===== config.mk =====
export PLATFORM = sky130hd
export DESIGN_NAME = row_symmetric_int8_quantizer_core
export DESIGN_NICKNAME = d
export VERILOG_FILES = /design/src/hw/rtl/rsq_pkg.sv /design/src/hw/rtl/rsq_front.sv /design/src/hw/rtl/rsq_queue.sv /design/src/hw/rtl/rsq_back.sv /design/src/hw/rtl/row_symmetric_int8_quantizer_core.sv
export VERILOG_INCLUDE_DIRS = /design/src /design/src/hw/rtl
export SDC_FILE = /design/constraint.sdc
export NUM_CORES = 2
export LEC_CHECK = 0
export BUFFER_PORTS_ARGS = -buffer_cell sky130_fd_sc_hd__buf_2
export CAP_MARGIN = 20
export CORE_MARGIN = 2
export CORE_UTILIZATION = 35
export CTS_BUF_LIST = sky130_fd_sc_hd__clkbuf_8 sky130_fd_sc_hd__clkbuf_16
export DETAILED_ROUTE_END_ITERATION = 7
export PLACE_DENSITY = 0.59
export SLEW_MARGIN = 20
export SYNTH_ARGS = -nofsm -noshare
export SYNTH_HDL_FRONTEND = slang
export SYNTH_HIERARCHICAL = 1
export SYNTH_SLANG_ARGS = --single-unit

===== constraint.sdc =====
create_clock -name i_clk -period 8.2 [get_ports i_clk]
set_clock_uncertainty 0.05 [all_clocks]
set_input_delay 1.64 -clock i_clk [delete_from_list [all_inputs] [get_ports i_clk]]
set_output_delay 1.64 -clock i_clk [all_outputs]
set_load 0.02 [all_outputs]

===== src/hw/rtl/row_symmetric_int8_quantizer_core_macros.svh =====
// assertion macros for the quantizer core
`ifndef ROW_SYMMETRIC_INT8_QUANTIZER_CORE_MACROS_SVH
`define ROW_SYMMETRIC_INT8_QUANTIZER_CORE_MACROS_SVH
`ifndef SYNTHESIS
`define RSQ_ASSERT(label, clk, rst_n, prop) \
    label: assert property (@(posedge clk) disable iff (!rst_n) prop) \
        else $error("rsq assertion failed");
`define RSQ_ASSERT_NEVER(label, clk, rst_n, prop) \
    label: assert property (@(posedge clk) disable iff (!rst_n) !(prop)) \
        else $error("rsq forbidden condition seen");
`else
`define RSQ_ASSERT(label, clk, rst_n, prop)
`define RSQ_ASSERT_NEVER(label, clk, rst_n, prop)
`endif
`endif


===== src/hw/rtl/rsq_pkg.sv =====
package rsq_pkg;

    localparam int QDEPTH    = 2;
    localparam int QIDX_W    = 1;
    localparam int QCNT_W    = 2;
    localparam int DIVSTEPS  = 25;

    localparam logic FUNC_SCAN  = 1'b0;
    localparam logic FUNC_QUANT = 1'b1;
    localparam logic FMT_F32    = 1'b0;
    localparam logic FMT_F16    = 1'b1;
    localparam logic KIND_SCALE = 1'b0;
    localparam logic KIND_QUANT = 1'b1;
    localparam logic DSEL_SCALE = 1'b0;
    localparam logic DSEL_INV   = 1'b1;

    localparam logic [31:0] F32_ONE = 32'h3F80_0000;
    localparam logic [31:0] F16_ONE = 32'h0000_3C00;
    localparam logic [31:0] F32_127 = 32'h42FE_0000;
    localparam logic [31:0] F32_INF = 32'h7F80_0000;
    localparam logic [23:0] MANT_127 = 24'hFE_0000;
    localparam logic signed [9:0] EXP_127 = 10'sd6;

    typedef enum logic [1:0] {
        CLS_ZERO,
        CLS_FINITE,
        CLS_INF,
        CLS_NAN
    } t_cls;

    typedef enum logic [2:0] {
        S_IDLE,
        S_MUL,
        S_QRND,
        S_DIV,
        S_DRND,
        S_SOUT
    } t_state;

    typedef struct packed {
        logic        func;
        logic [31:0] element;
        logic        last_in_row;
    } t_req;

    typedef struct packed {
        logic              result_kind;
        logic [31:0]       scale_bits;
        logic signed [7:0] quantized;
        logic              row_done;
    } t_rsp;

    typedef struct packed {
        logic              func;
        logic              last;
        logic              fmt;
        logic              sign;
        t_cls              cls;
        logic [30:0]       mag;
        logic [23:0]       mant;
        logic signed [9:0] expo;
    } t_entry;

endpackage


===== src/hw/rtl/rsq_front.sv =====
module rsq_front (
    input  logic          i_clk,
    input  logic          i_rst_n,
    input  logic          i_cfg_we,
    input  logic          i_cfg_wdata,
    input  logic          i_valid,
    output logic          o_ready,
    input  rsq_pkg::t_req i_req,
    input  logic          i_full,
    output logic          o_push,
    output rsq_pkg::t_entry o_entry
);
    import rsq_pkg::*;

    logic        r_fmt;
    logic [31:0] w_eb;
    logic [7:0]  w_ex;
    logic [22:0] w_man;
    logic [4:0]  w_p;

    function automatic logic [31:0] f16_widen(input logic [15:0] h);
        logic [4:0]  ex;
        logic [9:0]  man;
        logic [3:0]  p;
        logic [32:0] sh;
        logic [31:0] r;
        ex  = h[14:10];
        man = h[9:0];
        p   = '0;
        for (int i = 0; i < 10; i++) begin
            if (man[i]) begin
                p = 4'(i);
            end
        end
        sh = 33'(man) << (5'd23 - 5'(p));
        if (ex == 5'h1F) begin
            r = {h[15], 8'hFF, man, 13'b0};
        end else if (ex != 5'd0) begin
            r = {h[15], 8'(ex) + 8'd112, man, 13'b0};
        end else if (man == 10'd0) begin
            r = {h[15], 31'b0};
        end else begin
            r = {h[15], 8'd103 + 8'(p), sh[22:0]};
        end
        return r;
    endfunction

    always_ff @(posedge i_clk) begin
        if (!i_rst_n) begin
            r_fmt <= FMT_F32;
        end else if (i_cfg_we) begin
            r_fmt <= i_cfg_wdata;
        end
    end

    assign w_eb  = (r_fmt == FMT_F16) ? f16_widen(i_req.element[15:0]) : i_req.element;
    assign w_ex  = w_eb[30:23];
    assign w_man = w_eb[22:0];

    // subnormal leading one
    always_comb begin
        w_p = '0;
        for (int i = 0; i < 23; i++) begin
            if (w_man[i]) begin
                w_p = 5'(i);
            end
        end
    end

    always_comb begin
        o_entry.func = i_req.func;
        o_entry.last = i_req.last_in_row;
        o_entry.fmt  = r_fmt;
        o_entry.sign = w_eb[31];
        o_entry.mag  = w_eb[30:0];
        o_entry.mant = {1'b1, w_man};
        o_entry.expo = $signed({2'b00, w_ex}) - 10'sd127;
        if (w_ex == 8'hFF) begin
            o_entry.cls = (w_man == '0) ? CLS_INF : CLS_NAN;
        end else if (w_ex != 8'd0) begin
            o_entry.cls = CLS_FINITE;
        end else if (w_man == '0) begin
            o_entry.cls = CLS_ZERO;
        end else begin
            o_entry.cls  = CLS_FINITE;
            o_entry.mant = 24'({1'b0, w_man} << (5'd23 - w_p));
            o_entry.expo = $signed({5'b00000, w_p}) - 10'sd149;
        end
    end

    assign o_ready = !i_full;
    assign o_push  = i_valid && !i_full;

endmodule


===== src/hw/rtl/rsq_queue.sv =====
module rsq_queue (
    input  logic            i_clk,
    input  logic            i_rst_n,
    input  logic            i_push,
    input  rsq_pkg::t_entry i_entry,
    output logic            o_full,
    output logic            o_valid,
    output rsq_pkg::t_entry o_head,
    input  logic            i_pop
);
    import rsq_pkg::*;

    t_entry              r_mem [QDEPTH];
    logic [QIDX_W-1:0]   r_wp;
    logic [QIDX_W-1:0]   r_rp;
    logic [QCNT_W-1:0]   r_cnt;

    always_ff @(posedge i_clk) begin
        if (i_push) begin
            r_mem[r_wp] <= i_entry;
        end
    end

    always_ff @(posedge i_clk) begin
        if (!i_rst_n) begin
            r_wp  <= '0;
            r_rp  <= '0;
            r_cnt <= '0;
        end else begin
            if (i_push) begin
                r_wp <= r_wp + QIDX_W'(1);
            end
            if (i_pop) begin
                r_rp <= r_rp + QIDX_W'(1);
            end
            unique case ({i_push, i_pop})
                2'b10: begin
                    r_cnt <= r_cnt + QCNT_W'(1);
                end
                2'b01: begin
                    r_cnt <= r_cnt - QCNT_W'(1);
                end
                default: begin
                    r_cnt <= r_cnt;
                end
            endcase
        end
    end

    assign o_full  = (r_cnt == QCNT_W'(QDEPTH));
    assign o_valid = (r_cnt != '0);
    assign o_head  = r_mem[r_rp];

endmodule


===== src/hw/rtl/rsq_back.sv =====
`include "row_symmetric_int8_quantizer_core_macros.svh"
module rsq_back (
    input  logic            i_clk,
    input  logic            i_rst_n,
    input  logic            i_q_valid,
    input  rsq_pkg::t_entry i_q_head,
    output logic            o_q_pop,
    output logic            o_valid,
    input  logic            i_ready,
    output rsq_pkg::t_rsp   o_rsp
);
    import rsq_pkg::*;

    typedef struct packed {
        logic pop;
        logic take;
        logic scan_upd;
        logic clr_max;
        logic emit_one;
        logic emit_quant;
        logic emit_scale;
        logic div_start;
        logic div_step;
        logic div_round;
        logic mul;
    } t_ctl;

    t_state            r_state, n_state;
    t_ctl              w_ctl;
    t_entry            r_cur;
    logic [30:0]       r_max;
    logic [23:0]       r_max_m;
    logic signed [9:0] r_max_e;
    logic [23:0]       r_rng_m;
    logic signed [9:0] r_rng_e;
    logic [31:0]       r_inv;
    logic [47:0]       r_prod;
    logic signed [10:0] r_pexp;
    logic              r_qzero, r_qsat, r_qsign;
    logic [25:0]       r_rem;
    logic [23:0]       r_den;
    logic [24:0]       r_quo;
    logic signed [9:0] r_dexp;
    logic [4:0]        r_dcnt;
    logic              r_dsel;
    logic [31:0]       r_res;
    logic              r_fmt;
    logic              r_ov;
    t_rsp              r_out;

    logic              w_busy, w_emit;
    logic              w_upd;
    logic [30:0]       w_nmax;
    logic [23:0]       w_nm;
    logic signed [9:0] w_ne;
    logic [23:0]       w_dnum, w_dden;
    logic signed [9:0] w_dexp;
    logic              w_dlt;
    logic              w_ge;
    logic [25:0]       w_rsub;
    logic [23:0]       w_inv_m;
    logic signed [9:0] w_inv_e;
    logic              w_inv_inf;
    logic [47:0]       w_prod;
    // quantize rounding
    logic              w_top;
    logic [47:0]       w_pm;
    logic signed [10:0] w_pe;
    logic [24:0]       w_m25;
    logic [4:0]        w_qsh;
    logic [25:0]       w_qt;
    logic [6:0]        w_qmag;
    logic [7:0]        w_qmag8;
    logic [7:0]        w_qval;
    // divider rounding
    logic signed [9:0] w_be, w_bt;
    logic [4:0]        w_bsh;
    logic [50:0]       w_wide;
    logic [24:0]       w_bn, w_bnr;
    logic              w_bg, w_bst;
    logic [7:0]        w_bbase;
    logic [31:0]       w_dbits;

    function automatic logic [31:0] f32_to_f16(input logic [31:0] f);
        logic [7:0]  ex;
        logic [22:0] man;
        logic [18:0] q;
        logic [12:0] rem;
        logic [7:0]  sh8;
        logic [4:0]  sh;
        logic [23:0] mfull, qs, rs, hw;
        logic [31:0] r;
        ex    = f[30:23];
        man   = f[22:0];
        q     = {1'b0, ex - 8'd112, man[22:13]};
        rem   = man[12:0];
        sh8   = 8'd126 - ex;
        sh    = sh8[4:0];
        mfull = {1'b1, man};
        qs    = mfull >> sh;
        rs    = mfull & ((24'd1 << sh) - 24'd1);
        hw    = 24'd1 << (sh - 5'd1);
        r     = '0;
        if (ex >= 8'd113) begin
            if (rem > 13'h1000 || (rem == 13'h1000 && q[0])) begin
                q = q + 19'd1;
            end
            r = {17'b0, q[14:0]};
        end else if (ex != 8'd0 && sh8 <= 8'd25) begin
            if (rs > hw || (rs == hw && qs[0])) begin
                qs = qs + 24'd1;
            end
            r = {8'b0, qs};
        end
        return r;
    endfunction

    assign w_busy = r_ov && !i_ready;
    assign w_emit = w_ctl.emit_one || w_ctl.emit_quant || w_ctl.emit_scale;

    // running maximum
    assign w_upd  = (i_q_head.cls == CLS_ZERO || i_q_head.cls == CLS_FINITE)
                    && (i_q_head.mag > r_max);
    assign w_nmax = w_upd ? i_q_head.mag : r_max;
    assign w_nm   = w_upd ? i_q_head.mant : r_max_m;
    assign w_ne   = w_upd ? i_q_head.expo : r_max_e;

    always_comb begin
        if (r_state == S_IDLE) begin
            w_dnum = w_nm;
            w_dden = MANT_127;
            w_dexp = w_ne - EXP_127;
        end else begin
            w_dnum = MANT_127;
            w_dden = r_rng_m;
            w_dexp = EXP_127 - r_rng_e;
        end
    end
    assign w_dlt  = w_dnum < w_dden;
    assign w_ge   = r_rem >= {2'b00, r_den};
    assign w_rsub = w_ge ? (r_rem - {2'b00, r_den}) : r_rem;

    assign w_inv_m   = {1'b1, r_inv[22:0]};
    assign w_inv_e   = $signed({2'b00, r_inv[30:23]}) - 10'sd127;
    assign w_inv_inf = (r_inv[30:23] == 8'hFF);
    assign w_prod    = r_cur.mant * w_inv_m;

    // product to float, then half away from zero
    always_comb begin
        w_top   = r_prod[47];
        w_pm    = w_top ? r_prod : {r_prod[46:0], 1'b0};
        w_pe    = r_pexp + (w_top ? 11'sd1 : 11'sd0);
        w_m25   = {1'b0, w_pm[47:24]} + 25'(w_pm[23] && ((|w_pm[22:0]) || w_pm[24]));
        w_qsh   = 5'(11'sd23 - w_pe);
        w_qt    = ({1'b0, w_m25} + (26'd1 << (w_qsh - 5'd1))) >> w_qsh;
        if (r_qzero) begin
            w_qmag = 7'd0;
        end else if (r_qsat || w_pe >= 11'sd7) begin
            w_qmag = 7'd127;
        end else if (w_pe < -11'sd2) begin
            w_qmag = 7'd0;
        end else if (w_qt >= 26'd127) begin
            w_qmag = 7'd127;
        end else begin
            w_qmag = w_qt[6:0];
        end
        w_qmag8 = {1'b0, w_qmag};
        w_qval  = r_qsign ? (8'd0 - w_qmag8) : w_qmag8;
    end

    // quotient to binary32, subnormal and overflow included
    always_comb begin
        w_be = r_dexp + 10'sd127;
        w_bt = 10'sd2 - w_be;
        if (w_be >= 10'sd1) begin
            w_bsh = 5'd1;
        end else if (w_bt > 10'sd26) begin
            w_bsh = 5'd26;
        end else begin
            w_bsh = 5'(w_bt);
        end
        w_wide  = {r_quo, 26'b0} >> w_bsh;
        w_bn    = w_wide[50:26];
        w_bg    = w_wide[25];
        w_bst   = (|w_wide[24:0]) || (r_rem != '0);
        w_bnr   = w_bn + 25'(w_bg && (w_bst || w_bn[0]));
        w_bbase = (w_be >= 10'sd1) ? 8'(w_be - 10'sd1) : 8'd0;
        w_dbits = (w_be >= 10'sd255) ? F32_INF : ({1'b0, w_bbase, 23'b0} + {7'b0, w_bnr});
    end

    always_comb begin
        n_state = r_state;
        unique case (r_state)
            S_IDLE: begin
                if (i_q_valid && i_q_head.func == FUNC_QUANT) begin
                    n_state = S_MUL;
                end else if (i_q_valid && i_q_head.last && w_nmax != '0) begin
                    n_state = S_DIV;
                end
            end
            S_MUL: begin
                n_state = S_QRND;
            end
            S_QRND: begin
                if (!w_busy) begin
                    n_state = S_IDLE;
                end
            end
            S_DIV: begin
                if (r_dcnt == 5'(DIVSTEPS - 1)) begin
                    n_state = S_DRND;
                end
            end
            S_DRND: begin
                n_state = (r_dsel == DSEL_SCALE) ? S_SOUT : S_IDLE;
            end
            S_SOUT: begin
                if (!w_busy) begin
                    n_state = S_DIV;
                end
            end
            default: begin
                n_state = S_IDLE;
            end
        endcase
    end

    always_comb begin
        w_ctl = '0;
        unique case (r_state)
            S_IDLE: begin
                if (i_q_valid) begin
                    priority if (i_q_head.func == FUNC_QUANT) begin
                        w_ctl.pop  = 1'b1;
                        w_ctl.take = 1'b1;
                    end else if (!i_q_head.last) begin
                        w_ctl.pop      = 1'b1;
                        w_ctl.scan_upd = 1'b1;
                    end else if (w_nmax == '0) begin
                        if (!w_busy) begin
                            w_ctl.pop      = 1'b1;
                            w_ctl.clr_max  = 1'b1;
                            w_ctl.emit_one = 1'b1;
                        end
                    end else begin
                        w_ctl.pop       = 1'b1;
                        w_ctl.clr_max   = 1'b1;
                        w_ctl.div_start = 1'b1;
                    end
                end
            end
            S_MUL: begin
                w_ctl.mul = 1'b1;
            end
            S_QRND: begin
                w_ctl.emit_quant = !w_busy;
            end
            S_DIV: begin
                w_ctl.div_step = 1'b1;
            end
            S_DRND: begin
                w_ctl.div_round = 1'b1;
            end
            S_SOUT: begin
                w_ctl.emit_scale = !w_busy;
                w_ctl.div_start  = !w_busy;
            end
            default: begin
                w_ctl = '0;
            end
        endcase
    end

    always_ff @(posedge i_clk) begin
        if (!i_rst_n) begin
            r_state <= S_IDLE;
            r_max   <= '0;
            r_inv   <= F32_127;
            r_dcnt  <= '0;
            r_ov    <= 1'b0;
        end else begin
            r_state <= n_state;
            if (w_ctl.clr_max) begin
                r_max <= '0;
            end else if (w_ctl.scan_upd) begin
                r_max <= w_nmax;
            end
            if (w_ctl.emit_one) begin
                r_inv <= F32_127;
            end else if (w_ctl.div_round && r_dsel == DSEL_INV) begin
                r_inv <= w_dbits;
            end
            if (w_ctl.div_start) begin
                r_dcnt <= '0;
            end else if (w_ctl.div_step) begin
                r_dcnt <= r_dcnt + 5'd1;
            end
            if (w_emit) begin
                r_ov <= 1'b1;
            end else if (i_ready) begin
                r_ov <= 1'b0;
            end
        end
    end

    always_ff @(posedge i_clk) begin
        if (w_ctl.take) begin
            r_cur <= i_q_head;
        end
        if (w_ctl.scan_upd) begin
            r_max_m <= w_nm;
            r_max_e <= w_ne;
        end
        if (w_ctl.div_start && r_state == S_IDLE) begin
            r_rng_m <= w_nm;
            r_rng_e <= w_ne;
            r_fmt   <= i_q_head.fmt;
        end
        if (w_ctl.div_start) begin
            r_rem  <= w_dlt ? {1'b0, w_dnum, 1'b0} : {2'b00, w_dnum};
            r_den  <= w_dden;
            r_dexp <= w_dlt ? (w_dexp - 10'sd1) : w_dexp;
            r_quo  <= '0;
            r_dsel <= (r_state == S_IDLE) ? DSEL_SCALE : DSEL_INV;
        end else if (w_ctl.div_step) begin
            r_rem <= {w_rsub[24:0], 1'b0};
            r_quo <= {r_quo[23:0], w_ge};
        end
        if (w_ctl.div_round) begin
            r_res <= w_dbits;
        end
        if (w_ctl.mul) begin
            r_prod  <= w_prod;
            r_pexp  <= 11'(r_cur.expo) + 11'(w_inv_e);
            r_qzero <= (r_cur.cls == CLS_NAN) || (r_cur.cls == CLS_ZERO);
            r_qsat  <= (r_cur.cls == CLS_INF) || (r_cur.cls == CLS_FINITE && w_inv_inf);
            r_qsign <= r_cur.sign;
        end
        if (w_ctl.emit_one) begin
            r_out.result_kind <= KIND_SCALE;
            r_out.scale_bits  <= (i_q_head.fmt == FMT_F16) ? F16_ONE : F32_ONE;
            r_out.quantized   <= '0;
            r_out.row_done    <= 1'b1;
        end else if (w_ctl.emit_quant) begin
            r_out.result_kind <= KIND_QUANT;
            r_out.scale_bits  <= '0;
            r_out.quantized   <= w_qval;
            r_out.row_done    <= r_cur.last;
        end else if (w_ctl.emit_scale) begin
            r_out.result_kind <= KIND_SCALE;
            r_out.scale_bits  <= (r_fmt == FMT_F16) ? f32_to_f16(r_res) : r_res;
            r_out.quantized   <= '0;
            r_out.row_done    <= 1'b1;
        end
    end

    assign o_q_pop = w_ctl.pop;
    assign o_valid = r_ov;
    assign o_rsp   = r_out;

    `RSQ_ASSERT(a_pop_idle, i_clk, i_rst_n, o_q_pop |-> (r_state == S_IDLE))
    `RSQ_ASSERT_NEVER(a_emit_busy, i_clk, i_rst_n, w_emit && w_busy)
    `RSQ_ASSERT(a_quo_norm, i_clk, i_rst_n, (r_state == S_DRND) |-> r_quo[24])
    `RSQ_ASSERT_NEVER(a_inv_neg, i_clk, i_rst_n, r_inv[31])

endmodule


===== src/hw/rtl/row_symmetric_int8_quantizer_core.sv =====
// channel   dir  handshake            payload
// request   in   i_valid / o_ready    i_req  (func, element, last_in_row)
// result    out  o_valid / i_ready    o_rsp  (result_kind, scale_bits, quantized, row_done)
// config    in   i_cfg_we             i_cfg_wdata (elem_format)
//
// scan request not marked last: folded into the running maximum without leaving idle
// quantize request: goes through the 24x24 mantissa multiply and then the rounding stage
// row end with a nonzero maximum: two 25-step restoring divisions on one shared divider
// requests queue up to 2 deep while the back end is busy; the result register
// holds a result until taken and stalls only the next emitting step
// reset is synchronous: max cleared, inverse scale 127.0, format binary32
module row_symmetric_int8_quantizer_core (
    input  logic          i_clk,
    input  logic          i_rst_n,
    input  logic          i_cfg_we,
    input  logic          i_cfg_wdata,
    input  logic          i_valid,
    output logic          o_ready,
    input  rsq_pkg::t_req i_req,
    output logic          o_valid,
    input  logic          i_ready,
    output rsq_pkg::t_rsp o_rsp
);
    import rsq_pkg::*;

    logic   w_push, w_full, w_qv, w_pop;
    t_entry w_entry, w_head;

    rsq_front u_front (
        .i_clk      (i_clk),
        .i_rst_n    (i_rst_n),
        .i_cfg_we   (i_cfg_we),
        .i_cfg_wdata(i_cfg_wdata),
        .i_valid    (i_valid),
        .o_ready    (o_ready),
        .i_req      (i_req),
        .i_full     (w_full),
        .o_push     (w_push),
        .o_entry    (w_entry)
    );

    rsq_queue u_queue (
        .i_clk  (i_clk),
        .i_rst_n(i_rst_n),
        .i_push (w_push),
        .i_entry(w_entry),
        .o_full (w_full),
        .o_valid(w_qv),
        .o_head (w_head),
        .i_pop  (w_pop)
    );

    rsq_back u_back (
        .i_clk    (i_clk),
        .i_rst_n  (i_rst_n),
        .i_q_valid(w_qv),
        .i_q_head (w_head),
        .o_q_pop  (w_pop),
        .o_valid  (o_valid),
        .i_ready  (i_ready),
        .o_rsp    (o_rsp)
    );

endmodule

# Yosys cells after proc, flatten, opt, wreduce, memory -nomap -nowiden
# Memories as Yosys holds them, arrays and structs flattened. A register that Yosys moved wholly into a read port is not among the register bits.
# Index checks and enable logic that the tools add are counted.
# word_totals
register_bits,405
mem_bits_rw,142
inputBits,40
out_inout_bits,44
n_memories,1
# classes
n_addsub,34
multipliers,1
order_cmp,13
n_eq_ne,22
n_shift,8
mux,111
n_bitwise,2
n_reduce_logical,51
# mem_list
name,words,word_bits,read_ports,rd_clocked_by_memory_dff,write_ports,line,source
u_queue.r_mem,2,71,1,1,1,rsq_queue.sv:13,t_entry r_mem [QDEPTH];
# op_table
cell,count
32-bit 2-to-1 mux,4
31-bit 2-to-1 mux,4
24-bit 2-to-1 mux,5
34-bit 2-to-1 mux,3
42-bit 2-to-1 mux,2
5-bit 2-to-1 mux,11
26-bit 2-to-1 mux,2
51-bit by 5-bit right shift with 51-bit output,1
25-bit 2-to-1 mux,2
24-bit by 24-bit multiplier with 48-bit output,1
48-bit 2-to-1 mux,1
"1-bit by 5-bit << shifter with 24-bit output, first input constant",2
3-bit 2-to-1 mux,15
41-bit 2-to-1 mux,1
4-bit 2-to-1 mux,10
31-bit by 25-bit adder with 32-bit output,1
31-bit > comparator,1
31-bit logical NOT,1
31-bit nonzero test,1
10-bit 2-to-1 mux,3
30-bit 2-to-1 mux,1
1-bit 2-to-1 mux,29
7-bit 2-to-1 mux,4
25-bit by 26-bit adder with 26-bit output,1
81 further kinds,136

# Depth between registers and ports, before layout
# depth
ltp_word,42
ltp_mapped,34
depth_no_buf,30

# Modules after synthesis
# The synthesis kept the hierarchy.
# modules_own_cells
mod,instances,cells_per_inst,area_per_inst_um2
rsq_back,1,5293,47396.7
rsq_queue,1,243,5322.6
rsq_front,1,532,3425.8

# Worst setup path after synthesis
# No wires, ideal clock.
# synth_path
path_type,register to register
from,register u_back.r_inv[8]
to,register u_back.r_prod[47] (data pin)
t_arrival_ps,7703
path_slack_ps,187
stages_incl_launch_ff,30
synth_period_minus_slack_ps,8013
path_cell_list,dfxtp_1 clkbuf_1 clkbuf_1 nand2_1 fa_1 inv_1 fa_1 fa_1 inv_1 fa_1 fa_1 fa_1 inv_1 fa_1 ha_1 clkbuf_1 a21oi_1 o21ai_0 a221oi_1 o22ai_1 o41ai_1 o2111a_1 o31ai_1 o21ai_0 nor2b_1 o21ai_0 a21oi_1 a221o_1 a21oi_1 xnor2_1
# synth_between
elab_chain_cells,1
# synth_lines
item,line,source
"start, declared",rsq_back.sv:36,logic [31:0] r_inv;
"start signal, assigned",rsq_back.sv:291,r_inv <= w_dbits;
24-bit by 24-bit multiplier with 48-bit output,rsq_back.sv:146,assign w_prod = r_cur.mant * w_inv_m;
net u_back.w_prod[47],rsq_back.sv:64,logic [47:0] w_prod;
"end signal, assigned",rsq_back.sv:333,r_prod <= w_prod;
"end, declared",rsq_back.sv:37,logic [47:0] r_prod;
# The timed path passes the listed nets, and every way through them passes these cells.
# A chain may end at the register's enable or synchronous reset.

# Worst setup path after layout
# layout_path
from,register u_back/r_cur[20] (netlist name)
to,register u_back.r_prod[47] (data pin)
# layout_between
elab_chain_cells,1
# layout_lines
item,line,source
"start, declared",rsq_back.sv:30,t_entry r_cur;
"start signal, assigned",rsq_back.sv:308,r_cur <= i_q_head;
24-bit by 24-bit multiplier with 48-bit output,rsq_back.sv:146,
net u_back.w_prod[47],rsq_back.sv:64,
# The timed path passes the listed nets, and every way through them passes these cells.

==> key figures <==
Logic synthesis
  • Cells after Synth: 6068
  • Mapped Area: 56100 um2
  • Synthesized area per cell: 9.25 um2
  • Syn nets: 6929
  • Primary FF master, synth: edfxtp_1
  • Yosys cell types: 130
  • Sequential-to-total area share from yosys stat: 27.3%
  • Yosys warning count: 6
  • Async SR Flop Fraction: 0%
  • EDFF count, synth: 436
  • Synth Register Bits: 548

Worst setup path
  • FF-to-FF path depth: 27
  • Startpoint Class: flip-flop
  • Critical path arrival: 8.25 ns
  • Critical R2R Capture: u_back/r_prod[47]
  • Worst EP required: 8.52 ns
  • Flop2flop setup slack: 0.27 ns
  • Critical Path Source: u_back/r_cur[20]
  • CP Max Fanout: 11
  • Crit end category: flip-flop
  • CP endpoint: u_back/r_prod[47]
  • Crit path kind: flip-flop to flip-flop
  • Reg2reg start: u_back/r_cur[20]

Global routing
  • Number of global-route vias before repair: 44.1k
  • Global-route wire length before repair: 260000 um
  • Aggregate global routing overflow: 0
  • Tot GR Track Use: 20.1%
  • Initial antenna violation count: 5
  • Largest net degree at the start of global routing: 72

Floorplanning
  • Area of the core: 159000 um2
  • Row cnt: 146
  • Initial Util: 35.3%
  • IO Pins: 84
  • DIE AREA: 164000 um2
  • Die X: 405 um
  • Chip Height: 405 um

STA
  • Final setup viols: 0
  • Max-slew headroom: 27.5%
  • Fin. Hold Viols: 0
  • Crit share post-route: 96.7%
  • Post-layout minimum cycle time: 7.93 ns
  • Worst-Margin Slew: 1.09 ns
  • Max Clk Rate: 0.126 GHz
  • Max-slew violation count: 0

Routing
  • Drt pass-1 iters: 5
  • First DRT Iteration DRCs: 3694
  • Average routed wire per standard cell: 20.3 um
  • Routed vias: 44.8k
  • Post-route DRC violation count: 0
  • DR vias/cell: 5.46
  • Final wirelength: 166000 um
  • DRT antenna net count: 0

Clock tree
  • CTS tree: yes
  • Total CTS buffers: 60
  • Clock tree buffer depth: 3
  • Clk_lat worst skew: 0.73 ns
  • Clock Sinks: 548
  • CTS root buffer: clkbuf_16
  • Clock Pin Slew Worst Setup and Hold Paths: 0.06 ns
  • Htree depth: 2

Min path
  • Hold Path Depth: 2
  • Worst min path class: flip-flop to flip-flop
  • Hold Path Origin: u_back/o_rsp[1]

Placed design
  • Post-detail-place hpwl: 132000 um
  • Post-DP Area: 59300 um2
  • Routability Congestion: 0.973
  • Port bufs: 83

Layout
  • Design area: 61500 um2
  • Area Overhead vs Synth: 9.46%
  • Commonest non-fill, non-tap cells in the layout: nand2_1 (763), inv_1 (645), fa_1 (487)
  • Layout cells sized above 1: 10.8%
  • Final net count: 6942
  • Most common cell after layout, fill and taps aside: nand2_1

Run status
  • Outcome: finished, final reports clean

Job
  • Max Cap Viol: 0
[state kept, by name, indices dropped and copies added (netlist names), 11 cells and up, named ones only]
register / count
u_back/r_res: 32
u_back/r_rng_m: 24
u_back/r_pexp: 11
u_back/o_rsp: 42
u_back/r_inv: 31
u_back/r_quo: 25
u_back/r_max_m: 24
u_queue/r_mem: 142
u_back/r_rem: 26
u_back/r_den: 24
u_back/r_prod: 48
u_back/r_cur: 38
u_back/r_max: 31
[worst max-delay path, stage by stage (launching register included)]
cell	delay [ns]
edfxtp_1	0.47
buf_4	0.18
buf_4	0.18
nand2_1	0.09
fa_1	0.51
inv_1	0.05
fa_1	0.53
inv_1	0.05
fa_1	0.52
fa_1	0.44
fa_1	0.52
fa_1	0.54
inv_1	0.05
fa_1	0.55
ha_2	0.32
and3_1	0.22
a221oi_2	0.28
o22ai_1	0.14
o41ai_2	0.38
o2111a_1	0.26
o31ai_1	0.12
o21ai_1	0.19
nor2b_1	0.07
o21ai_1	0.19
a21oi_2	0.11
a221o_1	0.32
a21oi_1	0.17
xnor2_1	0.08
[worst min-delay path by stage]
stage	slack [ns]	end
2_1_floorplan	0.35	u_back/r_qsign
3_5_place_dp	0.39	u_back/o_rsp[1]
5_1_grt	0.42	u_back/o_rsp[3]
4_1_cts	0.41	u_back/o_rsp[1]
6_report	0.41	u_back/o_rsp[1]
3_3_place_gp	0.39	u_back/o_rsp[1]
[Yosys cell counts, drive strengths merged, types with 40 or more instances]
| cell type | count | area (um2) |
|---|---|---|
| nand4 | 49 | 307 |
| nor2 | 372 | 1410 |
| nand2 | 766 | 2890 |
| ha | 334 | 4180 |
| and2 | 319 | 2000 |
| fa | 487 | 9750 |
| mux2 | 147 | 1660 |
| inv | 637 | 2390 |
| nor2b | 53 | 332 |
| dfxtp | 112 | 2240 |
| a21oi | 315 | 1600 |
| a21o | 61 | 459 |
| buf | 90 | 513 |
| o21ai | 216 | 1080 |
| nor3 | 133 | 704 |
| clkbuf | 245 | 922 |
| mux2i | 138 | 1380 |
| nor4 | 48 | 334 |
| nand3 | 131 | 661 |
| nand2b | 44 | 275 |
| o21a | 40 | 302 |
| a211oi | 50 | 403 |
| o211ai | 40 | 314 |
| a31oi | 43 | 269 |
| xnor2 | 150 | 1310 |
| edfxtp | 436 | 13100 |
| o22ai | 42 | 269 |
| xor2 | 74 | 656 |
[area by class of cell]
type / instances / area [um2]
clock inverters: 52 / 474
well taps: 2072 / 2590
fillers: 15900 / 97500
diodes: 2 / 5.00
inverters: 640 / 2410
flip-flops and latches: 548 / 15300
clock buffers: 61 / 1520
multi-input cells: 4545 / 37200
repair buffers: 286 / 1960
[metrics by stage]
stage / setup slack [ns] / util, % / hold slack [ns] / TNS [ns] / cells
2_1_floorplan: 0.187 / - / 0.350 / 0 / 6068
3_3_place_gp: 0.143 / 37.3 / 0.386 / 0 / 8080
3_5_place_dp: 0.0276 / 37.3 / 0.393 / 0 / 8080
4_1_cts: 0.0337 / 38.5 / 0.407 / 0 / 8193
5_1_grt: -0.0374 / 38.7 / 0.421 / -0.0374 / 8204
6_report: 0.269 / 38.7 / 0.405 / 0 / 8206
[cell families after synthesis]
| family | share of synthesized area, % |
|---|---|
| AND/OR/NAND/NOR | 18.0 |
| AO/OA/AOI/OAI | 13.4 |
| buffers and inverters | 6.84 |
| adder cells (fa/ha/maj) | 24.8 |
| flip-flops | 27.3 |
| multiplexers | 6.14 |
| XOR/XNOR | 3.51 |
[routing by layer]
layer	vias to the layer above	global-route usage (%)	part of all wire [%]
li1	20900	-	-
met1	22200	28.7	46
met2	1476	31.4	45
met3	252	3.34	6.7
met4	4	5.37	2.8
met5	-	0	0.017
[repair_timing]
| action | in CTS | in global routing |
|---|---|---|
| gates resized for setup | 1 | 29 |
| hold buffers | 0 | 0 |
| setup endpoints to repair | 1 | 12 |
| buffers inserted | 0 | 11 |
| pin swaps | 0 | 9 |
| endpoints found under the hold margin | 0 | 0 |
Power is left out: the tool's default activity adds up to more than one toggle a clock period on the data nets, which glitch-free logic cannot reach.
